$ cat config.mk
export PLATFORM = sky130hd
export DESIGN_NAME = text_glyph_renderer_unit
export DESIGN_NICKNAME = d
export VERILOG_FILES = /design/src/rtl/tgr_pkg.sv /design/src/rtl/tgr_front.sv /design/src/rtl/tgr_queue.sv /design/src/rtl/tgr_draw.sv /design/src/rtl/text_glyph_renderer_unit.sv
export SDC_FILE = /design/constraint.sdc
export NUM_CORES = 1
export LEC_CHECK = 0
export ABC_AREA = 1
export BUFFER_PORTS_ARGS = -buffer_cell sky130_fd_sc_hd__buf_4
export CAP_MARGIN = 25
export CORE_AREA = 2 2 181 183
export DETAILED_ROUTE_END_ITERATION = 8
export DIE_AREA = 0 0 183 185
export MAX_ROUTING_LAYER = met4
export PLACE_DENSITY_LB_ADDON = 0.1
export SKIP_LAST_GASP = 1
export SLEW_MARGIN = 30
export SYNTH_ARGS = -nofsm -noshare
export SYNTH_HDL_FRONTEND = slang
export SYNTH_HIERARCHICAL = 1
export SYNTH_MEMORY_MAX_BITS = 65536
export SYNTH_SLANG_ARGS = --single-unit
$ cat constraint.sdc
create_clock -name i_clk -period 8.05 [get_ports i_clk]
set_clock_uncertainty 0.05 [all_clocks]
set_input_delay 1.2075 -clock i_clk [delete_from_list [all_inputs] [get_ports i_clk]]
set_output_delay 1.2075 -clock i_clk [all_outputs]
set_load 0.03 [all_outputs]
$ cat src/rtl/tgr_pkg.sv
// Package for the text glyph renderer: payload structs, queue entry type,
// 5x7 glyph ROM function and shared constants. No dependencies.

package tgr_pkg;

    // Configuration register indexes
    localparam logic [1:0] CFG_ORIGIN_X = 2'd0;
    localparam logic [1:0] CFG_ORIGIN_Y = 2'd1;
    localparam logic [1:0] CFG_FG_COLOR = 2'd2;
    localparam logic [1:0] CFG_BG_COLOR = 2'd3;

    // Special character codes
    localparam logic [7:0] CHAR_NUL     = 8'd0;
    localparam logic [7:0] CHAR_NEWLINE = 8'd10;

    // Glyph geometry and cursor steps
    localparam logic [9:0] GLYPH_W   = 10'd5;
    localparam logic [9:0] GLYPH_H   = 10'd7;
    localparam logic [9:0] LINE_STEP = 10'd9;
    localparam logic [9:0] ADV_STEP  = 10'd6;
    localparam logic [8:0] SAT_MAX   = 9'd511;

    localparam logic [2:0] COL_LAST  = 3'd4;
    localparam logic [5:0] PIX_LAST  = 6'd34;

    // Work queue between front and draw engine
    localparam int QDEPTH = 2;
    localparam int QPTR_W = 1;

    typedef struct packed {
        logic [7:0] char_code;
        logic       first_of_text;
    } t_in;

    typedef struct packed {
        logic [14:0] fb_address;
        logic [15:0] pixel_value;
        logic        write_enable;
        logic        last_pixel;
    } t_out;

    typedef struct packed {
        logic [7:0]  origin_x;
        logic [6:0]  origin_y;
        logic [15:0] fg_color;
        logic [15:0] bg_color;
    } t_cfg;

    // One character to draw: 7 rows of 5 bits, top row in the MSBs
    typedef struct packed {
        logic [34:0] glyph;
        logic [8:0]  col;
        logic [8:0]  row;
    } t_job;

    typedef struct packed {
        logic full;
        logic empty;
    } t_q_stat;

    // Saturating add into the 9-bit cursor range
    function automatic logic [8:0] sat_add9(input logic [8:0] a, input logic [9:0] b);
        logic [9:0] s;
        s = {1'b0, a} + b;
        return s[9] ? SAT_MAX : s[8:0];
    endfunction

    // 5x7 font ROM; lowercase folds to uppercase, unknown codes draw '?'
    function automatic logic [34:0] glyph_bitmap(input logic [7:0] code);
        logic [7:0]  c;
        logic [34:0] g;
        c = code;
        if (code >= 8'h61 && code <= 8'h7A) begin
            c = code - 8'h20;
        end
        case (c)
            8'h30: g = {5'h0E, 5'h11, 5'h13, 5'h15, 5'h19, 5'h11, 5'h0E};
            8'h31: g = {5'h04, 5'h0C, 5'h04, 5'h04, 5'h04, 5'h04, 5'h0E};
            8'h32: g = {5'h0E, 5'h11, 5'h01, 5'h02, 5'h04, 5'h08, 5'h1F};
            8'h33: g = {5'h1E, 5'h01, 5'h01, 5'h0E, 5'h01, 5'h01, 5'h1E};
            8'h34: g = {5'h02, 5'h06, 5'h0A, 5'h12, 5'h1F, 5'h02, 5'h02};
            8'h35: g = {5'h1F, 5'h10, 5'h10, 5'h1E, 5'h01, 5'h01, 5'h1E};
            8'h36: g = {5'h0E, 5'h10, 5'h10, 5'h1E, 5'h11, 5'h11, 5'h0E};
            8'h37: g = {5'h1F, 5'h01, 5'h02, 5'h04, 5'h08, 5'h08, 5'h08};
            8'h38: g = {5'h0E, 5'h11, 5'h11, 5'h0E, 5'h11, 5'h11, 5'h0E};
            8'h39: g = {5'h0E, 5'h11, 5'h11, 5'h0F, 5'h01, 5'h01, 5'h0E};
            8'h41: g = {5'h0E, 5'h11, 5'h11, 5'h1F, 5'h11, 5'h11, 5'h11};
            8'h42: g = {5'h1E, 5'h11, 5'h11, 5'h1E, 5'h11, 5'h11, 5'h1E};
            8'h43: g = {5'h0E, 5'h11, 5'h10, 5'h10, 5'h10, 5'h11, 5'h0E};
            8'h44: g = {5'h1E, 5'h11, 5'h11, 5'h11, 5'h11, 5'h11, 5'h1E};
            8'h45: g = {5'h1F, 5'h10, 5'h10, 5'h1E, 5'h10, 5'h10, 5'h1F};
            8'h46: g = {5'h1F, 5'h10, 5'h10, 5'h1E, 5'h10, 5'h10, 5'h10};
            8'h47: g = {5'h0E, 5'h11, 5'h10, 5'h17, 5'h11, 5'h11, 5'h0F};
            8'h48: g = {5'h11, 5'h11, 5'h11, 5'h1F, 5'h11, 5'h11, 5'h11};
            8'h49: g = {5'h0E, 5'h04, 5'h04, 5'h04, 5'h04, 5'h04, 5'h0E};
            8'h4A: g = {5'h07, 5'h02, 5'h02, 5'h02, 5'h12, 5'h12, 5'h0C};
            8'h4B: g = {5'h11, 5'h12, 5'h14, 5'h18, 5'h14, 5'h12, 5'h11};
            8'h4C: g = {5'h10, 5'h10, 5'h10, 5'h10, 5'h10, 5'h10, 5'h1F};
            8'h4D: g = {5'h11, 5'h1B, 5'h15, 5'h15, 5'h11, 5'h11, 5'h11};
            8'h4E: g = {5'h11, 5'h19, 5'h15, 5'h13, 5'h11, 5'h11, 5'h11};
            8'h4F: g = {5'h0E, 5'h11, 5'h11, 5'h11, 5'h11, 5'h11, 5'h0E};
            8'h50: g = {5'h1E, 5'h11, 5'h11, 5'h1E, 5'h10, 5'h10, 5'h10};
            8'h51: g = {5'h0E, 5'h11, 5'h11, 5'h11, 5'h15, 5'h12, 5'h0D};
            8'h52: g = {5'h1E, 5'h11, 5'h11, 5'h1E, 5'h14, 5'h12, 5'h11};
            8'h53: g = {5'h0F, 5'h10, 5'h10, 5'h0E, 5'h01, 5'h01, 5'h1E};
            8'h54: g = {5'h1F, 5'h04, 5'h04, 5'h04, 5'h04, 5'h04, 5'h04};
            8'h55: g = {5'h11, 5'h11, 5'h11, 5'h11, 5'h11, 5'h11, 5'h0E};
            8'h56: g = {5'h11, 5'h11, 5'h11, 5'h11, 5'h0A, 5'h0A, 5'h04};
            8'h57: g = {5'h11, 5'h11, 5'h11, 5'h15, 5'h15, 5'h15, 5'h0A};
            8'h58: g = {5'h11, 5'h11, 5'h0A, 5'h04, 5'h0A, 5'h11, 5'h11};
            8'h59: g = {5'h11, 5'h11, 5'h0A, 5'h04, 5'h04, 5'h04, 5'h04};
            8'h5A: g = {5'h1F, 5'h01, 5'h02, 5'h04, 5'h08, 5'h10, 5'h1F};
            8'h3E: g = {5'h10, 5'h08, 5'h04, 5'h02, 5'h04, 5'h08, 5'h10}; // >
            8'h2F: g = {5'h01, 5'h01, 5'h02, 5'h04, 5'h08, 5'h10, 5'h10}; // /
            8'h2E: g = {5'h00, 5'h00, 5'h00, 5'h00, 5'h00, 5'h0C, 5'h0C}; // .
            8'h3A: g = {5'h00, 5'h0C, 5'h0C, 5'h00, 5'h0C, 5'h0C, 5'h00}; // :
            8'h2B: g = {5'h00, 5'h04, 5'h04, 5'h1F, 5'h04, 5'h04, 5'h00}; // +
            8'h2D: g = {5'h00, 5'h00, 5'h00, 5'h1F, 5'h00, 5'h00, 5'h00}; // -
            8'h5F: g = {5'h00, 5'h00, 5'h00, 5'h00, 5'h00, 5'h00, 5'h1F}; // _
            8'h20: g = '0;                                                 // space
            default: g = {5'h0E, 5'h11, 5'h01, 5'h02, 5'h04, 5'h00, 5'h04}; // ?
        endcase
        return g;
    endfunction

endpackage

$ cat src/rtl/tgr_front.sv
// Front end of the text glyph renderer: accepts characters, tracks the
// cursor and stop flag, and queues drawable glyphs. Depends on tgr_pkg.

module tgr_front #(
    parameter int SCREEN_WIDTH  = 160,
    parameter int SCREEN_HEIGHT = 128
) (
    input  logic           i_clk,
    input  logic           i_rst_n,
    input  logic           i_in_valid,
    output logic           o_in_ready,
    input  tgr_pkg::t_in   i_in_data,
    input  tgr_pkg::t_cfg  i_cfg,
    input  tgr_pkg::t_q_stat i_q_stat,
    output logic           o_push,
    output tgr_pkg::t_job  o_job
);
    import tgr_pkg::*;

    localparam logic [9:0] W10 = 10'(SCREEN_WIDTH);
    localparam logic [9:0] H10 = 10'(SCREEN_HEIGHT);

    logic [8:0] r_col, n_col;
    logic [8:0] r_row, n_row;
    logic       r_stopped, n_stopped;

    logic [8:0] col0, row0, col1, row1;
    logic       stop0, draw, accept;

    assign o_in_ready = !i_q_stat.full;
    assign accept     = i_in_valid && o_in_ready;

    // Classify the character and work out the next cursor
    always_comb begin
        col0 = i_in_data.first_of_text ? {1'b0, i_cfg.origin_x} : r_col;
        row0 = i_in_data.first_of_text ? {2'b0, i_cfg.origin_y} : r_row;
        stop0 = i_in_data.first_of_text ? 1'b0 : r_stopped;
        col1 = col0;
        row1 = row0;
        draw = 1'b0;
        n_col = col0;
        n_row = row0;
        n_stopped = stop0;
        if (i_in_data.char_code == CHAR_NUL || stop0) begin
            // nothing beyond the start-of-text effect
        end else if (i_in_data.char_code == CHAR_NEWLINE) begin
            n_col = {1'b0, i_cfg.origin_x};
            n_row = sat_add9(row0, LINE_STEP);
        end else begin
            // wrap before drawing if the glyph would reach the last column or cross the right edge
            if ({1'b0, col0} + GLYPH_W >= W10) begin
                col1 = {1'b0, i_cfg.origin_x};
                row1 = sat_add9(row0, LINE_STEP);
            end
            n_row = row1;
            if ({1'b0, row1} + GLYPH_H >= H10) begin
                n_col = col1;
                n_stopped = 1'b1;
            end else begin
                n_col = sat_add9(col1, ADV_STEP);
                draw = 1'b1;
            end
        end
    end

    assign o_push      = accept && draw;
    assign o_job.glyph = glyph_bitmap(i_in_data.char_code);
    assign o_job.col   = col1;
    assign o_job.row   = row1;

    // Cursor state
    always_ff @(posedge i_clk) begin
        if (!i_rst_n) begin
            r_col     <= '0;
            r_row     <= '0;
            r_stopped <= 1'b0;
        end else if (accept) begin
            r_col     <= n_col;
            r_row     <= n_row;
            r_stopped <= n_stopped;
        end
    end

endmodule

$ cat src/rtl/tgr_queue.sv
// Two-entry glyph queue between the front end and the draw engine.
// Depends on tgr_pkg.

module tgr_queue (
    input  logic             i_clk,
    input  logic             i_rst_n,
    input  logic             i_push,
    input  tgr_pkg::t_job    i_job,
    input  logic             i_pop,
    output logic             o_valid,
    output tgr_pkg::t_job    o_head,
    output tgr_pkg::t_q_stat o_stat
);
    import tgr_pkg::*;

    localparam logic [QPTR_W:0] CNT_FULL = (QPTR_W + 1)'(QDEPTH);

    t_job              r_mem [QDEPTH];
    logic [QPTR_W-1:0] r_wr, r_rd;
    logic [QPTR_W:0]   r_cnt;

    assign o_valid      = (r_cnt != '0);
    assign o_head       = r_mem[r_rd];
    assign o_stat.full  = (r_cnt == CNT_FULL);
    assign o_stat.empty = (r_cnt == '0);

    // Storage
    always_ff @(posedge i_clk) begin
        if (i_push) begin
            r_mem[r_wr] <= i_job;
        end
    end

    // Pointers and fill count
    always_ff @(posedge i_clk) begin
        if (!i_rst_n) begin
            r_wr  <= '0;
            r_rd  <= '0;
            r_cnt <= '0;
        end else begin
            if (i_push) begin
                r_wr <= r_wr + 1'b1;
            end
            if (i_pop) begin
                r_rd <= r_rd + 1'b1;
            end
            case ({i_push, i_pop})
                2'b10:   r_cnt <= r_cnt + 1'b1;
                2'b01:   r_cnt <= r_cnt - 1'b1;
                default: r_cnt <= r_cnt;
            endcase
        end
    end

endmodule

$ cat src/rtl/tgr_draw.sv
// Draw engine: walks the 35 pixels of the queued glyph, one per cycle while
// the receiver is ready, into an output register. Depends on tgr_pkg.

module tgr_draw #(
    parameter int SCREEN_WIDTH  = 160,
    parameter int SCREEN_HEIGHT = 128
) (
    input  logic          i_clk,
    input  logic          i_rst_n,
    input  logic          i_job_valid,
    input  tgr_pkg::t_job i_job,
    input  tgr_pkg::t_cfg i_cfg,
    output logic          o_pop,
    output logic          o_out_valid,
    input  logic          i_out_ready,
    output tgr_pkg::t_out o_out_data
);
    import tgr_pkg::*;

    localparam logic [9:0]  W10 = 10'(SCREEN_WIDTH);
    localparam logic [9:0]  H10 = 10'(SCREEN_HEIGHT);
    localparam logic [19:0] W20 = 20'(SCREEN_WIDTH);

    logic       r_valid;
    t_out       r_out, n_out;
    logic [5:0] r_k;
    logic [2:0] r_c, r_r;

    logic [9:0]  x, y;
    logic [19:0] addr;
    logic        on, set, produce, last;
    logic [15:0] color;

    // Pixel position, address and color
    always_comb begin
        x     = {1'b0, i_job.col} + {7'b0, r_c};
        y     = {1'b0, i_job.row} + {7'b0, r_r};
        on    = (x < W10) && (y < H10);
        addr  = {10'b0, y} * W20 + {10'b0, x};
        set   = i_job.glyph[PIX_LAST - r_k];
        color = set ? i_cfg.fg_color : i_cfg.bg_color;
        last  = (r_k == PIX_LAST);
        n_out.fb_address   = on ? addr[14:0] : '0;
        n_out.pixel_value  = {color[7:0], color[15:8]};
        n_out.write_enable = on;
        n_out.last_pixel   = last;
    end

    assign produce     = i_job_valid && (!r_valid || i_out_ready);
    assign o_pop       = produce && last;
    assign o_out_valid = r_valid;
    assign o_out_data  = r_out;

    // Pixel counters and output register
    always_ff @(posedge i_clk) begin
        if (!i_rst_n) begin
            r_valid <= 1'b0;
            r_k     <= '0;
            r_c     <= '0;
            r_r     <= '0;
        end else if (produce) begin
            r_valid <= 1'b1;
            r_out   <= n_out;
            if (last) begin
                r_k <= '0;
                r_c <= '0;
                r_r <= '0;
            end else begin
                r_k <= r_k + 1'b1;
                if (r_c == COL_LAST) begin
                    r_c <= '0;
                    r_r <= r_r + 1'b1;
                end else begin
                    r_c <= r_c + 1'b1;
                end
            end
        end else if (i_out_ready) begin
            r_valid <= 1'b0;
        end
    end

endmodule

$ cat src/rtl/text_glyph_renderer_unit.sv
// Top level of the 5x7 text glyph renderer: configuration registers, front
// end, glyph queue and draw engine. Depends on tgr_pkg and its submodules.
//
// Usage: characters enter on i_in_valid/o_in_ready with i_in_data; pixel
// writes leave on o_out_valid/i_out_ready with o_out_data. A transaction
// completes when valid and ready are both high at a rising edge.
// Configuration (origin, colors) is written through i_cfg_we/i_cfg_idx/
// i_cfg_data while no character is in flight.
// Once a printable character is accepted, its glyph is registered in the queue
// and its first pixel then in the draw engine's output register. Each printable
// character gives 35 pixel writes at one per cycle while the receiver is ready,
// as the draw engine walks one pixel per cycle. Newline, code zero and
// characters dropped below the bottom edge are consumed at the front end and
// give no writes. A two-entry queue lets the front take new characters
// while a glyph is being drawn.
// Reset (synchronous, active low) puts the cursor at (0,0), clears the stop
// flag and the queue, and loads the default colors. When the receiver stalls
// the current pixel holds in the output register; once the queue fills,
// o_in_ready drops.

module text_glyph_renderer_unit #(
    parameter int SCREEN_WIDTH  = 160,
    parameter int SCREEN_HEIGHT = 128
) (
    input  logic          i_clk,
    input  logic          i_rst_n,
    input  logic          i_in_valid,
    output logic          o_in_ready,
    input  tgr_pkg::t_in  i_in_data,
    output logic          o_out_valid,
    input  logic          i_out_ready,
    output tgr_pkg::t_out o_out_data,
    input  logic          i_cfg_we,
    input  logic [1:0]    i_cfg_idx,
    input  logic [15:0]   i_cfg_data
);
    import tgr_pkg::*;

    localparam int AREA = SCREEN_WIDTH * SCREEN_HEIGHT;
    localparam logic [15:0] AREA16 = 16'(AREA);
    localparam logic        AREA_BIG = (AREA > 32767);

    t_cfg    r_cfg;
    t_job    front_job, head_job;
    t_q_stat q_stat;
    logic    q_push, q_pop, q_valid;

    // Configuration registers
    always_ff @(posedge i_clk) begin
        if (!i_rst_n) begin
            r_cfg.origin_x <= '0;
            r_cfg.origin_y <= '0;
            r_cfg.fg_color <= 16'hFFFF;
            r_cfg.bg_color <= '0;
        end else if (i_cfg_we) begin
            case (i_cfg_idx)
                CFG_ORIGIN_X: r_cfg.origin_x <= i_cfg_data[7:0];
                CFG_ORIGIN_Y: r_cfg.origin_y <= i_cfg_data[6:0];
                CFG_FG_COLOR: r_cfg.fg_color <= i_cfg_data;
                CFG_BG_COLOR: r_cfg.bg_color <= i_cfg_data;
                default:      r_cfg <= r_cfg;
            endcase
        end
    end

    tgr_front #(
        .SCREEN_WIDTH  (SCREEN_WIDTH),
        .SCREEN_HEIGHT (SCREEN_HEIGHT)
    ) u_front (
        .i_clk      (i_clk),
        .i_rst_n    (i_rst_n),
        .i_in_valid (i_in_valid),
        .o_in_ready (o_in_ready),
        .i_in_data  (i_in_data),
        .i_cfg      (r_cfg),
        .i_q_stat   (q_stat),
        .o_push     (q_push),
        .o_job      (front_job)
    );

    tgr_queue u_queue (
        .i_clk   (i_clk),
        .i_rst_n (i_rst_n),
        .i_push  (q_push),
        .i_job   (front_job),
        .i_pop   (q_pop),
        .o_valid (q_valid),
        .o_head  (head_job),
        .o_stat  (q_stat)
    );

    tgr_draw #(
        .SCREEN_WIDTH  (SCREEN_WIDTH),
        .SCREEN_HEIGHT (SCREEN_HEIGHT)
    ) u_draw (
        .i_clk       (i_clk),
        .i_rst_n     (i_rst_n),
        .i_job_valid (q_valid),
        .i_job       (head_job),
        .i_cfg       (r_cfg),
        .o_pop       (q_pop),
        .o_out_valid (o_out_valid),
        .i_out_ready (i_out_ready),
        .o_out_data  (o_out_data)
    );

    // A glyph leaves the queue only as its last pixel is loaded
    a_pop_on_last: assert property (@(posedge i_clk) disable iff (!i_rst_n)
        q_pop |=> (o_out_valid && o_out_data.last_pixel))
        else $error("queue pop without last pixel");

    // The front never pushes into a full queue
    a_no_overflow: assert property (@(posedge i_clk) disable iff (!i_rst_n)
        q_push |-> !q_stat.full)
        else $error("push into full queue");

    // Enabled writes land inside the framebuffer
    a_addr_range: assert property (@(posedge i_clk) disable iff (!i_rst_n)
        (o_out_valid && o_out_data.write_enable) |->
            (AREA_BIG || ({1'b0, o_out_data.fb_address} < AREA16)))
        else $error("write address outside framebuffer");

endmodule
=== After elaboration in Yosys (flattened, before gate mapping) ===
Memory sizes are Yosys's and may differ from the RTL's. A register that Yosys moved wholly into a read port is not among the register bits.
Cells that the tools add are included.

* Register bits: 116
* RAM bits: 106
* Latch bits: 0
* Memory bits (read-only): 4480
* Input port bits: 32
* Memories kept: 2
* Output and inout port bits: 35

{| class="wikitable"
|+ Memory list
! memory !! words !! bits a word !! read ports !! clocked after memory_dff !! wr ports !! RTL line !! RTL
|-
| (no name shown) || 128 || 35 || 1 || 0 || 0 || tgr_pkg.sv:76 || <nowiki>case (c)</nowiki>
|-
| u_queue.r_mem || 2 || 53 || 1 || 1 || 1 || tgr_queue.sv:18 || <nowiki>t_job r_mem [QDEPTH];</nowiki>
|}

* $lt $le $gt $ge: 7
* Multipliers: 1
* Mux-type cells: 43
* Equality and inequality tests: 9
* Add/subtract/negate cells: 16
* Reductions and logical operators: 22
* Shift-type cells: 0
* Divide/modulo/power cells: 0
* Bitwise gates (word level): 0

{| class="wikitable"
|+ Operator list
! kind !! count
|-
| 9-bit 2-to-1 mux || 19
|-
| 35-bit 2-to-1 mux || 1
|-
| 9-bit by 3-bit adder with 10-bit output (second input constant) || 3
|-
| 9-bit by 3-bit adder with 10-bit output || 2
|-
| 10-bit by 8-bit >= comparator with 1-bit output (second input constant) || 2
|-
| 10-bit by 8-bit less-than comparator with 1-bit output (second input constant) || 2
|-
| 16-bit 2-to-1 mux || 1
|-
| 15-bit by 10-bit adder with 15-bit output || 1
|-
| 1-bit 2-to-1 mux || 14
|-
| 3-bit 2-to-1 mux || 4
|-
| 2-bit AND reduction || 6
|-
| 9-bit by 4-bit adder with 10-bit output (second input constant) || 1
|-
| 10-bit by 3-bit multiplier with 10-bit output (second input constant) || 1
|-
| 2-bit == test (second input constant) || 4
|-
| 8-bit by 4-bit == test with 1-bit output (second input constant) || 1
|-
| 8-bit by 7-bit >= comparator with 1-bit output (second input constant) || 1
|-
| 8-bit by 7-bit less-or-equal comparator with 1-bit output (second input constant) || 1
|-
| 8-bit zero test || 1
|-
| 8-bit 2-to-1 mux || 1
|-
| 2-bit nonzero test || 4
|-
| 8-bit by 6-bit subtractor with 8-bit output (second input constant) || 1
|-
| 6-bit by 7-bit less-than comparator with 1-bit output (second input constant) || 1
|-
| 3-bit by 1-bit adder with 3-bit output (second input constant) || 2
|-
| 6-bit by 1-bit adder with 6-bit output (second input constant) || 1
|-
| other kinds (14) || 23
|}

=== Logic depth before layout (Yosys ltp) ===
Gate-level depths: netlist of the first run.

* Depth after elaboration: 14
* Gate-level depth with buffers: 24
* Mapped depth without buffers: 23

=== Cells and area by module ===
Netlist of the first run, hierarchy kept.

{| class="wikitable"
|+ Modules (own cells, without submodules)
! module !! cells an instance !! instances !! area an instance (um^2)
|-
| tgr_queue || 201 || 1 || 4309.1
|-
| tgr_front || 780 || 1 || 4206.5
|-
| tgr_draw || 477 || 1 || 3711.1
|-
| text_glyph_renderer_unit || 274 || 1 || 1911.8
|}

=== Worst setup path before layout of the first run ===
OpenSTA, ideal clock, no wires.

* Path type: input -> register
* From: in i_in_data[1] (netlist name)
* To: mem u_queue/r_mem[0][0] (netlist name), enable pin
* Data required time: 7.536 ns
* Buffers on the path: 1
* Stages on the path: 14
* Arrival: 5.214 ns
* Slack: 2.322 ns
* Cells stage by stage: inv_1 > ha_1 > inv_1 > nor2_1 > inv_1 > nor2_1 > inv_1 > nor2_1 > nor2_2 > inv_1 > clkbuf_1 > nor3_1 > inv_1 > nor2_1

* Longest elaborated chain between the ends: 6
* Elaborated cells on any way between the ends: 8
* Classes of those cells: 1 x eq/ne; 4 x mux; 3 x reduce/logical

{| class="wikitable"
|+ Ends and longest elaborated chain
! element !! RTL line !! RTL
|-
| start, declared || text_glyph_renderer_unit.sv:29 || <nowiki>input tgr_pkg::t_in i_in_data,</nowiki>
|-
| 8-bit by 4-bit == test with 1-bit output / 8-bit zero test (equally long branches) || tgr_front.sv:46, tgr_front.sv:44 ||
|-
| 1-bit 2-to-1 mux / 1-bit logical OR (equally long branches) || tgr_front.sv:46, tgr_front.sv:44 ||
|-
| 1-bit 2-to-1 mux (*) || tgr_front.sv:44 || <nowiki>if (i_in_data.char_code == CHAR_NUL || stop0) begin</nowiki>
|-
| 1-bit logical AND (*) || tgr_front.sv:66 || <nowiki>assign o_push = accept && draw;</nowiki>
|-
| net q_push || text_glyph_renderer_unit.sv:46 || <nowiki>logic q_push, q_pop, q_valid;</nowiki>
|-
| 1-bit 2-to-1 mux (*) || tgr_queue.sv:29 || <nowiki>if (i_push) begin</nowiki>
|-
| 1-bit 2-to-1 mux (not written as such) (*) || tgr_queue.sv:30 || <nowiki>r_mem[r_wr] <= i_job;</nowiki>
|-
| end, declared || tgr_queue.sv:18 ||
|}

The timed path passes the listed nets; every way through them passes the cells marked *.

=== Final worst setup path of the first run ===
* From: in i_in_data[4] (netlist name)
* To: mem u_queue/r_mem[0][43] (netlist name), enable pin

Same word-level chain as after synthesis.

==> results.md, run 1 <==
- The area of the mapped netlist is 14140 um^2.
- Entering global routing, the biggest net connects 54 pins.
- The post-route cell area is 15590 um^2.
- TritonCTS built the clock tree.
- The initial antenna violation count came to 0.
- The met3 global-route usage is 3.343%.
- In the routed layout, each cell is associated on average with a via count of 5.395.
- The sequential fraction of design power is 41.4%.
- Once detail routing completed, the nets flagged for antenna violations numbered 0.
- The cell at the root of the clock tree is sky130_fd_sc_hd__clkbuf_16.
- The max-slew headroom at the worst pin is 33.57%.
- The I/O pin total is 67.
- Cells with a size suffix above 1 make up 15.68% of the layout.
- The maximum fanout along the worst path is 36.
- The critical path goes through buf_4 -> inv_1 -> buf_4 -> nand3_1 -> o21ai_1 -> buf_4 -> nor2_2 -> buf_4 -> inv_1 -> nor3_1 -> inv_1 -> nor2_4 -> buf_4.
- The DRC violation count after routing is 0.
- STA puts the critical path data required time at 8.18 ns.
- The count of vias placed by the detailed router is 11800.
- The post-detailed-routing wire length is 37.77 mm.
- Power spread over the standard cell area amounts to 212.6 nW/um^2.
- The first-pass iteration count of the detailed router is 8.
- The share of flip-flops with an asynchronous set or reset after synthesis is 0%.
- The number of nets handed over by synthesis was 1813.
- The final critical path time including I/O delays and setup is 4.711 ns.
- After synthesis, the mean cell area works out to 8.163 um^2.
- The kind of start point of the critical path is a primary input.
- The nature of the critical path endpoint is a flop.
- The share of the synthesized netlist area taken by xor and xnor gates is 1.416%.
- In this run, the number of DRC markers left after iteration 0 of detailed routing was 1152.
- The worst-margin pin slew is 0.9954 ns.
- The first global-routing pass estimated 59.35 mm of wire.
- After the last flow step, the layout net total stands at 1840.
- The largest buffer count on any clock path is 3.
- The adder-cell area share of the yosys netlist is 4.549%.
- The internal portion of the total power is 2.234 mW.
- The total count of max-transition violations in the final report is 0.
- After detailed routing, the average wire length per cell comes to 17.27 um.
- The count of unique library cells instantiated by Yosys is 61.
- The count of buffers added by post-CTS timing repair for setup is 0.
- For this design, the CTS-stage hold fixing added 0 buffers.
- Summing the sequential cell areas from Yosys gives 41.42% of the chip area.
- The width of the die is 183 um.
- The hold violation total from the final report is 0.
- The total routing usage reported by global routing is 22.76%.
- The library cells used most frequently in the layout, excluding fill and tap cells, are 385 x sky130_fd_sc_hd__nand2_1, 189 x sky130_fd_sc_hd__nor2_1, 172 x sky130_fd_sc_hd__inv_1, 139 x sky130_fd_sc_hd__edfxtp_1, 135 x sky130_fd_sc_hd__nand3_1.
- The run finished with clean final reports.
- Measured along the y axis, the die boundary spans 185 um.
- The type of the setup path with the least slack is in -> reg.
- The synthesis-stage register bit count is 223.
- The repair_antennas step left the layout with diodes totalling 0.
- For this run, the number of Yosys warnings is 6.
- The floorplan step defined a die boundary enclosing 33860 um^2.
- The met2 track demand over resource is 32.26%.
- Across the run, the number of max-cap violations was 0.
- Port buffering added 66 buffers.
- The routing usage on met1 is 33.65%.
- The proportion of synthesized area in mux cells is 5.549%.
- The cell class contributing the biggest share of worst-path delay is buffers and inverters.
- For the worst-skew pair, the clock arrives at the later sink with an insertion delay of 0.54 ns.
- The HPWL after detailed placement is 27.09 mm.
- Gates resized during post-CTS repair numbered 0.
- Across the VDD grid, the largest voltage drop is 0.0001603 V.
- Summing the areas of all and, or, nand and nor instances in the mapped netlist gives 27.26% of the synthesized area.
- After detailed placement, the total cell area comes to 14740 um^2.
- The number of synthesized flops with an enable pin is 139.
- Synthesis handed over a netlist of 1732 instances.
- The clock drives 223 sinks.
- The maximum achievable frequency is 212.3 MHz.
- The most used routing layer in global routing is met1.
- The most numerous cell type found on the critical path is sky130_fd_sc_hd__buf_4.
- Relative to the synthesized area, the layout overhead comes to 10.26%.
- The smallest hold slack is 0.4053 ns.
- The largest single stage delay on the critical path is 0.65 ns.
- Leaving out fill and tap cells, the most frequent cell in the layout is sky130_fd_sc_hd__nand2_1.
- After synthesis, the largest family of logic cells by area is simple AND/OR/NAND/NOR gates.
- The via count of the first global-routing pass is 10830.
- The clock transition at the register clock pins on the worst setup and hold paths after CTS is 0.06 ns.
- The core footprint is 32040 um^2.
- Of the total power, the share spent switching nets is 32.58%.
- The leakage power is 6.722 nW.
- The share of the cycle needed by the critical path after routing is 58.52%.
- The aggregate negative setup slack is 0 ns.
- The part of the power in combinational logic is 25.8%.
- Counting both buffers and inverters, the worst setup path holds a total of 8.
- The number of levels in the clock H-tree is 1.
- The share of total power dissipated in the clock network is 32.7%.
- The class of the tightest hold or removal check is reg -> reg.
- The fraction of the mapped netlist area in compound gates is 11.26%.
- The floorplan has 66 rows.
- Setup violations remaining at the end of the flow were counted as 0.
- The final global-route overflow total is 0.
- The routability congestion estimate from global placement is 0.9939.
- Setup repair after global routing left no endpoint under its margin.
- The number of buffers created by CTS is 26.
- At the end of the flow the core is filled with cells to 48.65%.
- The largest individual stage delay along the critical path comes from the cell sky130_fd_sc_hd__nor2_4.
- For this run, the leading register cell type out of synthesis is sky130_fd_sc_hd__edfxtp_1.
- The switching power is 1.080 mW.
- For the worst setup path, the data arrival time is 4.84 ns.
- The initial standard-cell utilization of the core is 44.13%.
==> cells in the mapped netlist (5+ instances only) <==
cell type	count	share of area, %
sky130_fd_sc_hd__nand2_2	29	1.3
sky130_fd_sc_hd__a221oi_1	5	0.31
sky130_fd_sc_hd__nor2_2	9	0.40
sky130_fd_sc_hd__edfxtp_1	139	30
sky130_fd_sc_hd__a21oi_1	97	3.4
sky130_fd_sc_hd__inv_1	173	4.6
sky130_fd_sc_hd__xor2_1	15	0.93
sky130_fd_sc_hd__or2_2	5	0.22
sky130_fd_sc_hd__buf_12	7	0.99
sky130_fd_sc_hd__o21ai_2	5	0.31
sky130_fd_sc_hd__clkbuf_1	36	0.96
sky130_fd_sc_hd__a31oi_1	14	0.62
sky130_fd_sc_hd__xnor2_1	6	0.37
sky130_fd_sc_hd__inv_2	7	0.19
sky130_fd_sc_hd__nand3b_1	5	0.27
sky130_fd_sc_hd__buf_2	23	0.81
sky130_fd_sc_hd__buf_6	9	0.72
sky130_fd_sc_hd__o22ai_1	14	0.62
sky130_fd_sc_hd__nand2_1	385	10
sky130_fd_sc_hd__a211oi_1	5	0.27
sky130_fd_sc_hd__nor2_4	15	1.2
sky130_fd_sc_hd__o21ai_0	96	3.4
sky130_fd_sc_hd__dfxtp_1	84	12
sky130_fd_sc_hd__nand2_4	6	0.48
sky130_fd_sc_hd__mux2_4	50	5.3
sky130_fd_sc_hd__ha_1	45	4.0
sky130_fd_sc_hd__nand3_1	135	4.8
sky130_fd_sc_hd__nand4_1	37	1.6
sky130_fd_sc_hd__nor3_1	19	0.67
sky130_fd_sc_hd__nand3_2	8	0.57
sky130_fd_sc_hd__nor2_1	191	5.1
==> path summary, 6_finish.rpt <==
check	depth (start not counted)	slack (ns)	start	end
setup / recovery	13	3.34	i_in_data[4]	u_queue/r_mem[0][43]$_DFFE_PP_
hold / removal	2	0.41	r_cfg[19]$_SDFFE_PN1P_	r_cfg[19]$_SDFFE_PN1P_
hold reg to reg	2	0.41	r_cfg[19]$_SDFFE_PN1P_	r_cfg[19]$_SDFFE_PN1P_
setup reg to reg	22	3.50	flop	u_draw/o_out_data[32]$_SDFFCE_PN0P_
==> routing by layer <==
layer / up-vias / part of all wire, %
met2: 401 / 42
met5: - / 0
met3: 71 / 6.8
met4: 0 / 2.5
met1: 5460 / 49
li1: 5867 / -
==> sequential cells by signal, summed over array words and instances, names as in the netlist, named ones only <==
| register | count |
|---|---|
| u_draw/r_k | 6 |
| r_cfg | 47 |
| u_front/r_stopped | 1 |
| u_draw/r_c | 3 |
| u_queue/r_mem | 106 |
| u_draw/r_r | 3 |
| u_queue/r_rd | 1 |
| u_draw/o_out_valid | 1 |
| u_front/r_row | 9 |
| u_queue/r_wr | 1 |
| u_draw/o_out_data | 33 |
| u_front/r_col | 9 |
| u_queue/r_cnt | 2 |
==> area by class of cell <==
type / count / area, um^2
Clock buffer: 33 / 696.9
Timing Repair Buffer: 79 / 633.1
Inverter: 185 / 695.7
Clock inverter: 15 / 101.3
Multi-Input combinational cell: 1244 / 7092
Sequential cell: 223 / 5859
Fill cell: 3130 / 16450
Tap cell: 408 / 510.5
==> through the flow <==
| stage | setup WS, ns | cells | total power, mW |
|---|---|---|---|
| after floorplan | 2.322 | 1732 | 2.032 |
| after detailed placement | 2.782 | 2137 | 2.243 |
| after global routing | 3.001 | 2187 | 3.505 |
| after global placement | 2.899 | 2137 | 2.240 |
| after CTS | 3.004 | 2185 | 3.342 |
| final | 3.339 | 2187 | 3.314 |
==> worst register-to-register path, stage by stage, from the launching register on <==
cell	delay, ns
sky130_fd_sc_hd__dfxtp_4	0.59
sky130_fd_sc_hd__mux2_4	0.34
sky130_fd_sc_hd__ha_1	0.22
sky130_fd_sc_hd__fa_1	0.42
sky130_fd_sc_hd__nand3_1	0.09
sky130_fd_sc_hd__nand2_1	0.09
sky130_fd_sc_hd__or2_2	0.28
sky130_fd_sc_hd__nand2_1	0.08
sky130_fd_sc_hd__inv_1	0.06
sky130_fd_sc_hd__ha_1	0.30
sky130_fd_sc_hd__inv_1	0.06
sky130_fd_sc_hd__fa_1	0.52
sky130_fd_sc_hd__inv_1	0.04
sky130_fd_sc_hd__ha_1	0.33
sky130_fd_sc_hd__nand2_1	0.08
sky130_fd_sc_hd__o21ai_0	0.16
sky130_fd_sc_hd__nor2_1	0.10
sky130_fd_sc_hd__nor2_1	0.10
sky130_fd_sc_hd__nand2_1	0.07
sky130_fd_sc_hd__nor2_1	0.13
sky130_fd_sc_hd__nand3_1	0.09
sky130_fd_sc_hd__nand2_1	0.06
sky130_fd_sc_hd__nor2_1	0.04
==> power by group through the flow <==
stage,Sequential [mW],Clock [mW],Combinational [mW]
3_5_place_dp,1.40,0,0.845
5_1_grt,1.38,1.17,0.953
4_1_cts,1.37,1.12,0.850
3_3_place_gp,1.40,0,0.844
6_report,1.37,1.08,0.856
2_1_floorplan,1.42,0,0.611
==> cell families (layout without fill, tap and decap cells) <==
group / after synthesis / count (layout)
flip-flops: 223 / 223
multiplexers: 53 / 53
buffers and inverters: 265 / 312
AO/OA/AOI/OAI: 271 / 271
XOR/XNOR: 22 / 22
AND/OR/NAND/NOR: 849 / 849
adder cells (fa/ha/maj): 49 / 49
Note: power is estimated with default switching activity, not from simulation.
==> run 2: changes to the inputs <==
ABC_AREA = 0   (was 1)
CORE_AREA = 2 2 178 180   (was 2 2 181 183)
DIE_AREA = 0 0 180 182   (was 0 0 183 185)
clock period = 3.9 ns   (was 8.05 ns; I/O delays follow)
==> run 2 against run 1 <==
Non-clock buffer count grew 54; first-iteration DRC count shrank 14%; sequential share of layout area shrank 0.53 points; hold slack lost 0.15 ns; final cell count shrank 14%; routed wire length shrank 3.7%; cell area grew 1.4%; critical endpoint is now u_draw/o_out_data[32]$_SDFFCE_PN0P_; largest cell class unchanged; largest power group unchanged; highest routed layer unchanged.
==> results.md, run 2 <==
- The routability congestion estimate from global placement is 0.9459 (-4.8%).
- The aggregate negative setup slack is 0 ns (unchanged).
- The clock share of power is 33.6% (+0.9 points).
- The vertical extent of the die is 182 um (-1.6%).
- TritonCTS built the clock tree.
- The number of buffers created by CTS is 25 (-3.8%).
- The total routing usage reported by global routing is 22.34% (-0.42 points).
- Relative to the synthesized area, the layout overhead comes to 15.57%.
- The half-perimeter wire length of the detailed placement result came to 25.50 mm (-5.9%).
- The register with the most flip-flops in the final layout is u_queue/r_mem.
- The clock transition at the register clock pins on the worst setup and hold paths after CTS is 0.06 ns (about the same).
- The net count reported at finish is 1549 (-16%).
- The cell-internal power is 4.651 mW (+110%).
- The worst hold path belongs to the class in -> reg.
- The fraction of final layout cells sized beyond drive strength 1 came to 21.60% (+5.9 points).
- The peak supply drop came to 0.0002819 V (+76%).
- The largest buffer count on any clock path is 3 (unchanged).
- The clock latency on the worst-skew pair is 0.54 ns (about the same).
- The sequential fraction of design power is 42.4% (+1.0 points).
- The number of setup violations in the final report came to 0 (unchanged).
- The hold-fix buffer count after cts was 0 (unchanged).
- The count of vias placed by the detailed router was 10900 (-7.7%).
- The number of max-cap violations is 0 (unchanged).
- The area of all sequential standard cells is 5859 um^2 (unchanged).
- The flip-flop count of the largest register, all copies and words added is 106 (unchanged).
- The part of the power in combinational logic is 24.0% (-1.8 points).
- The tree is rooted in a sky130_fd_sc_hd__clkbuf_16.
- The arrival time at the worst endpoint came to 4.01 ns (-0.83 ns).
- The first-pass iteration count of the detailed router is 5 (-3).
- The switching power came to 1.931 mW (+79%).
- The maximum fanout along the worst path is 6 (-83%).
- The routed via count divided by cell count is 5.768 (+6.9%).
- The Yosys warning count is 6 (unchanged).
- The number of levels in the clock H-tree is 1 (unchanged).
- The initial standard-cell utilization of the core was 44.15% (about the same).
- The final global-route overflow total was 0 (unchanged).
- The area used by multi-input combinational logic is 7443 um^2 (+5.0%).
- The final cell count without fillers is 1889 (-14%).
- The hold violation total from the final report is 0 (unchanged).
- The final critical path time including I/O delays and setup is 3.801 ns.
- The I/O pin total was 67 (unchanged).
- The synthesized area divided by synthesized cell count is 9.779 um^2 (+20%).
- The maximum achievable frequency is 263.1 MHz.
- The via count of the first global-routing pass was 10130 (-6.5%).
- The number of cell rows is 65 (-1.5%).
- The initial DRC count is 993 (-14%).
- The number of standard cells after synthesis is 1399 (-19%).
- The number of instances in the placed design is 1839 (-14%).
- The total count of max-transition violations in the final report was 0 (unchanged).
- The wire length per cell is 19.27 um (+12%).
- The total design power came to 6.582 mW (+99%).
- The core footprint is 30990 um^2 (-3.3%).
- The global-route wire length before repair is 57.30 mm (-3.4%).
- The share of the cycle needed by the critical path after routing is 97.46%.
- The library cell used most frequently in the layout, excluding fill and tap cells, is sky130_fd_sc_hd__nand2_1.
- The number of nets with antenna violations after detailed routing is 0 (unchanged).
- The initial antenna violation count came to 2 (+2).
- The full die area was 32760 um^2 (-3.2%).
- The leakage power was 6.058 nW (-9.9%).
- STA classifies the critical path endpoint as a flop.
- Leaving out fill and tap cells, the most frequent cells in the layout are 159 x sky130_fd_sc_hd__nand2_1, 139 x sky130_fd_sc_hd__edfxtp_1, 129 x sky130_fd_sc_hd__buf_4, 100 x sky130_fd_sc_hd__nor2_1, 86 x sky130_fd_sc_hd__a21oi_1.
- The max-slew headroom at the worst pin was 41.35% (+7.8 points).
- The post-detailed-routing wire length is 36.39 mm (-3.7%).
- The number of buffers added on ports was 66 (unchanged).
- The width of the die is 180 um (-1.6%).
- The kind of start point of the critical path is a flop.
- The filler cell count is 2836 (-9.4%).
- The pin count of the biggest net entering global routing came to 79 (+46%).
- The post-synth net total is 1480 (-18%).
- The power density over cell area is 416.3 nW/um^2 (+96%).
- The run finished with clean final reports.
- The worst-margin pin slew came to 0.8798 ns (-0.1156 ns).
- The data required time at the worst endpoint is 4.11 ns (-4.07 ns).
- The switching share of total power was 29.33% (-3.2 points).
- The area of the mapped netlist was 13680 um^2 (-3.2%).
- The setup path with the least slack is of type reg -> reg.
- The DRC violation count after routing came to 0 (unchanged).
- The number of clock sinks is 223 (unchanged).
run 2: path summary, 6_finish.rpt:
path         slack [ns]                                   to  depth (start not counted)                    from
max                 0.1  u_draw/o_out_data[32]$_SDFFCE_PN0P_                         15                    flop
min                0.26               r_cfg[10]$_SDFFE_PN0P_                          3          i_cfg_data[10]
max reg2reg         0.1  u_draw/o_out_data[32]$_SDFFCE_PN0P_                         15                    flop
min reg2reg        0.41               r_cfg[13]$_SDFFE_PN0P_                          2  r_cfg[13]$_SDFFE_PN0P_
run 2: power by group through the flow:
stage | clock [mW] | combinational [mW] | sequential [mW]
2_1_floorplan | 0 | 1.04 | 2.90
4_1_cts | 2.28 | 1.54 | 2.79
6_report | 2.21 | 1.58 | 2.79
3_3_place_gp | 0 | 1.52 | 2.84
3_5_place_dp | 0 | 1.53 | 2.84
5_1_grt | 2.38 | 1.72 | 2.80
run 2: final cells by class:
| class | instances | area share, % |
|---|---|---|
| Inverter | 55 | 1.306 |
| Clock buffer | 30 | 4.076 |
| Sequential cell | 223 | 37.06 |
| Tap cell | 402 | 3.181 |
| Clock inverter | 15 | 0.7597 |
| Multi-Input combinational cell | 1030 | 47.08 |
| Timing Repair Buffer | 133 | 6.521 |
| Antenna cell | 1 | 0.01583 |
run 2: timing repair:
action	in CTS	in global routing
resized for setup	0	28
buffers inserted	0	4
setup endpoints to repair	0	5
run 2: worst max-delay path: stages (launching register included):
cell                       delay [ns]
sky130_fd_sc_hd__dfxtp_4         0.37
sky130_fd_sc_hd__buf_6           0.13
sky130_fd_sc_hd__mux2_4          0.33
sky130_fd_sc_hd__fa_2            0.42
sky130_fd_sc_hd__a21oi_2         0.15
sky130_fd_sc_hd__nand2b_4        0.15
sky130_fd_sc_hd__xnor2_1         0.08
sky130_fd_sc_hd__ha_1            0.33
sky130_fd_sc_hd__inv_2           0.05
sky130_fd_sc_hd__fa_2            0.57
sky130_fd_sc_hd__inv_2           0.04
sky130_fd_sc_hd__ha_4            0.28
sky130_fd_sc_hd__o21a_1          0.14
sky130_fd_sc_hd__and2_4          0.17
sky130_fd_sc_hd__nand4_1         0.11
sky130_fd_sc_hd__nor4b_4         0.16
run 2: metrics by stage:
step                      instance area, um^2  util (%)  hold slack (ns)  setup WS, ns
after floorplan                         13840         -           0.3855       -0.2249
after global placement                  14870     47.99           0.3946       0.09872
after detailed placement                14870     47.99           0.4038       0.01387
after CTS                               15640     50.46           0.2360      0.004053
after global routing                    15810     51.02           0.2408      -0.03214
final                                   15810     51.02           0.2565       0.09913
run 2: metal layers:
metal	vias up	global-route usage, %	wire [um]
li1	5288	-	-
met1	5237	33.29	17900
met2	330	32.58	15790
met3	40	3.028	2178
met4	0	4.130	520
met5	-	-	0
==> run 3: changes to the inputs <==
CORE_AREA = 2 2 186 188   (was 2 2 178 180)
DIE_AREA = 0 0 188 190   (was 0 0 180 182)
PLACE_DENSITY = 0.62   (was not set)
PLACE_DENSITY_LB_ADDON = not set   (was 0.1)
==> run 3 against run 2 <==
Total power increased by 1.9%; routed wire length shrank 1.5%; cell area increased by 0.21%; via count rose by 1.6%; hold slack worse by 0.0066 ns; sequential share of layout area decreased by 0.076 points; clock power is 7% higher; critical endpoint is now u_draw/o_out_data[31]$_SDFFCE_PN0P_; largest power group unchanged; highest routed layer unchanged.
==> results.md, run 3 (synthesis gave the netlist of run 2 again) <==
- The post-route cell area is 15840 um^2 (+0.21%).
- The full die area is 35720 um^2 (+9.0%).
- The share of the cycle needed by the critical path after routing is 96.07% (-1.4 points).
- The smallest hold slack is 0.2499 ns (-0.006584 ns).
- The clock latency on the worst-skew pair is 0.55 ns (about the same).
- The initial standard-cell utilization of the core is 40.30% (-3.9 points).
- The number of cell rows is 68 (+4.6%).
- The half-perimeter wire length of the detailed placement result came to 25.08 mm (-1.6%).
- The total count of max-transition violations in the final report was 0 (unchanged).
- The worst-case reg-to-reg path depth came to 15 (unchanged).
- The startpoint of the worst hold path is i_cfg_data[15].
- The count of vias placed by the detailed router is 11070 (+1.6%).
- The number of setup violations in the final report is 0 (unchanged).
- The power density over cell area is 423.2 nW/um^2 (+1.7%).
- The initial DRC count is 1120 (+13%).
- The number of nets with antenna violations after detailed routing is 0 (unchanged).
- In this run the critical register-to-register path is captured at u_draw/o_out_data[31]$_SDFFCE_PN0P_.
- The global-route wire length before repair is 56.87 mm (-0.76%).
- The number of instances in the placed design came to 1891 (+2.8%).
- The arrival time at the worst endpoint is 3.97 ns (-0.04 ns).
- The I/O pin total is 67 (unchanged).
- The combined buffer and inverter count along the critical path came to 2 (-1).
- STA classifies the critical path startpoint as a flop.
- The number of inserted diodes is 0 (-1).
- More flip-flops sit in one register than any other, and that register is u_queue/r_mem.
- The first-pass iteration count of the detailed router was 6 (+1).
- The number of buffers added on ports was 66 (unchanged).
- The final cell count without fillers is 1939 (+2.6%).
- Leaving out fill and tap cells, the most frequent cell in the layout is sky130_fd_sc_hd__nand2_1.
- The delay of the slowest cell on the worst path is 0.55 ns (-0.02 ns).
- The flip-flop count of the largest register, all copies and words added came to 106 (unchanged).
- The worst-margin pin slew is 0.7676 ns (-0.1122 ns).
- The number of clock sinks was 223 (unchanged).
- The number of max-cap violations is 0 (unchanged).
- The cell at the root of the clock tree is sky130_fd_sc_hd__clkbuf_16.
- The flow ran to the end, and the final reports show no timing, DRC or antenna violations.
- The clock transition at the register clock pins on the worst setup and hold paths after CTS came to 0.06 ns (about the same).
- Compared with the post-synthesis result, the final layout area differs by 15.80%.
- The number of buffers created by CTS came to 25 (unchanged).
- The DRC violation count after routing is 0 (unchanged).
- The total routing usage reported by global routing came to 20.24% (-2.1 points).
- The core footprint was 33950 um^2 (+9.6%).
- The vertical extent of the die is 190 um (+4.4%).
- The routed via count divided by cell count is 5.709 (-1.0%).
- The wire length per cell came to 18.48 um (-4.1%).
- The standard cell area after detailed placement is 14930 um^2 (+0.39%).
- The hold violation total from the final report was 0 (unchanged).
- The peak supply drop is 0.0003178 V (+13%).
- The filler cell count is 3174 (+12%).
- The cell class contributing the biggest share of worst-path delay is adder cells.
- The width of the die is 188 um (+4.4%).
- The leakage power is 6.043 nW (-0.25%).
- The critical path goes through mux2_4 -> ha_4 -> fa_2 -> a21oi_2 -> nand2b_4 -> xnor2_1 -> ha_1 -> inv_1 -> fa_2 -> inv_1 -> ha_4 -> a21boi_4 -> o2111ai_2 -> xor2_1 -> nor3_1.
- The path with the worst hold slack has its endpoint at r_cfg[15]$_SDFFE_PN0P_.
- The data required time at the worst endpoint is 4.12 ns (about the same).
- The utilization after layout is 46.67% (-4.4 points).
- The largest buffer count on any clock path came to 3 (unchanged).
- The maximum achievable frequency is 266.9 MHz (+1.4%).
- The net count reported at finish came to 1546 (-0.19%).
- The post-detailed-routing wire length is 35.83 mm (-1.5%).
- The final global-route overflow total is 0 (unchanged).
- The number of cells traversed by the worst hold path came to 3 (unchanged).
- STA classifies the critical path endpoint as a flop.
- The pin count of the biggest net entering global routing is 82 (+3.8%).
- The class of the tightest hold or removal check is in -> reg.
- The max-slew headroom at the worst pin is 48.83% (+7.5 points).
- The pre-CTS worst setup slack is -0.02254 ns (-0.03641 ns).
- The aggregate negative setup slack is 0 ns (unchanged).
- The TritonCTS clock tree is yes.
- The routability congestion estimate from global placement is 0.9656 (+2.1%).
- The post-layout worst setup margin is 0.1534 ns (+0.05430 ns).
- The via count of the first global-routing pass is 10340 (+2.1%).
- In the layout the commonest cells are 159 x sky130_fd_sc_hd__nand2_1, 139 x sky130_fd_sc_hd__edfxtp_1, 127 x sky130_fd_sc_hd__buf_4, 100 x sky130_fd_sc_hd__nor2_1, 86 x sky130_fd_sc_hd__a21oi_1.
- The maximum fanout along the worst path is 5 (-1).
- The initial antenna violation count is 2 (unchanged).
- The total design power is 6.705 mW (+1.9%).
- The number of levels in the clock H-tree is 1 (unchanged).
- The type of the setup path with the least slack is reg -> reg.
- The fraction of final layout cells sized beyond drive strength 1 came to 20.89% (-0.71 points).
- The setup slack on the worst flop-to-flop path is 0.15 ns (+0.05 ns).
- The final critical path time including I/O delays and setup is 3.747 ns (-0.05430 ns).
- The worst-path cell with the longest stage delay is sky130_fd_sc_hd__fa_2.
==> run 3: cell types whose count changed in the layout (fill, tap and decap cells not counted), sizes merged <==
cell    delta
buf        -3
bufinv     +2
clkbuf     +1
clkinv     -1
diode      -1
inv        -1
==> run 3: how the worst max path moves through the flow <==
stage | startpoint | endpoint | slack (ns) | cells past startpoint
after floorplan | i_in_data[0] | u_queue/r_mem[0][0]$_DFFE_PP_ | -0.22 | 15
after global placement | flop | u_draw/o_out_data[31]$_SDFFCE_PN0P_ | 0.08 | 15
after detailed placement | flop | u_draw/o_out_data[32]$_SDFFCE_PN0P_ | -0.02 | 15
after CTS | flop | u_draw/o_out_data[32]$_SDFFCE_PN0P_ | -0.002 | 15
after global routing | flop | u_draw/o_out_data[31]$_SDFFCE_PN0P_ | -0.0004 | 15
final | flop | u_draw/o_out_data[31]$_SDFFCE_PN0P_ | 0.15 | 15
==> run 3: cell type report <==
type / instances / area (um^2) / area share [%]
clock inverters: 15 / 175.2 / 1.106
clock buffers: 31 / 648.1 / 4.091
inverters: 55 / 206.4 / 1.303
multi-input cells: 1030 / 7380 / 46.58
repair buffers: 130 / 1005 / 6.342
well taps: 455 / 569.3 / 3.593
flip-flops and latches: 223 / 5859 / 36.98
==> run 3: worst reg2reg max path, cell delays in order, from the launching register on <==
cell and delay, ns:
sky130_fd_sc_hd__dfxtp_4 0.37, sky130_fd_sc_hd__mux2_4 0.31, sky130_fd_sc_hd__ha_4 0.17, sky130_fd_sc_hd__fa_2 0.35
sky130_fd_sc_hd__a21oi_2 0.16, sky130_fd_sc_hd__nand2b_4 0.15, sky130_fd_sc_hd__xnor2_1 0.08, sky130_fd_sc_hd__ha_1 0.31
sky130_fd_sc_hd__inv_1 0.06, sky130_fd_sc_hd__fa_2 0.55, sky130_fd_sc_hd__inv_1 0.06, sky130_fd_sc_hd__ha_4 0.28
sky130_fd_sc_hd__a21boi_4 0.19, sky130_fd_sc_hd__o2111ai_2 0.13, sky130_fd_sc_hd__xor2_1 0.19, sky130_fd_sc_hd__nor3_1 0.06
==> run 3: power by group <==
group	internal [mW]	leakage (nW)	switching [mW]
sequential	2.71	2.00	0.0724
clock	1.39	0.402	0.981
combinational	0.663	3.65	0.882
==> run 3: repair_timing <==
item	4_1_cts	5_1_grt
resized for setup	4	13
hold buffers	0	0
setup buffers	0	2
pin swaps	2	8
setup endpoints to repair	1	4
==> run 3: metal layers <==
layer / track usage [%] / up-vias / part of all wire [%]
met3: 2.398 / 82 / 6.2
met1: 28.66 / 5312 / 46
met5: - / - / 0
met2: 29.48 / 387 / 44
met4: 8.086 / 0 / 3.6
li1: - / 5289 / -
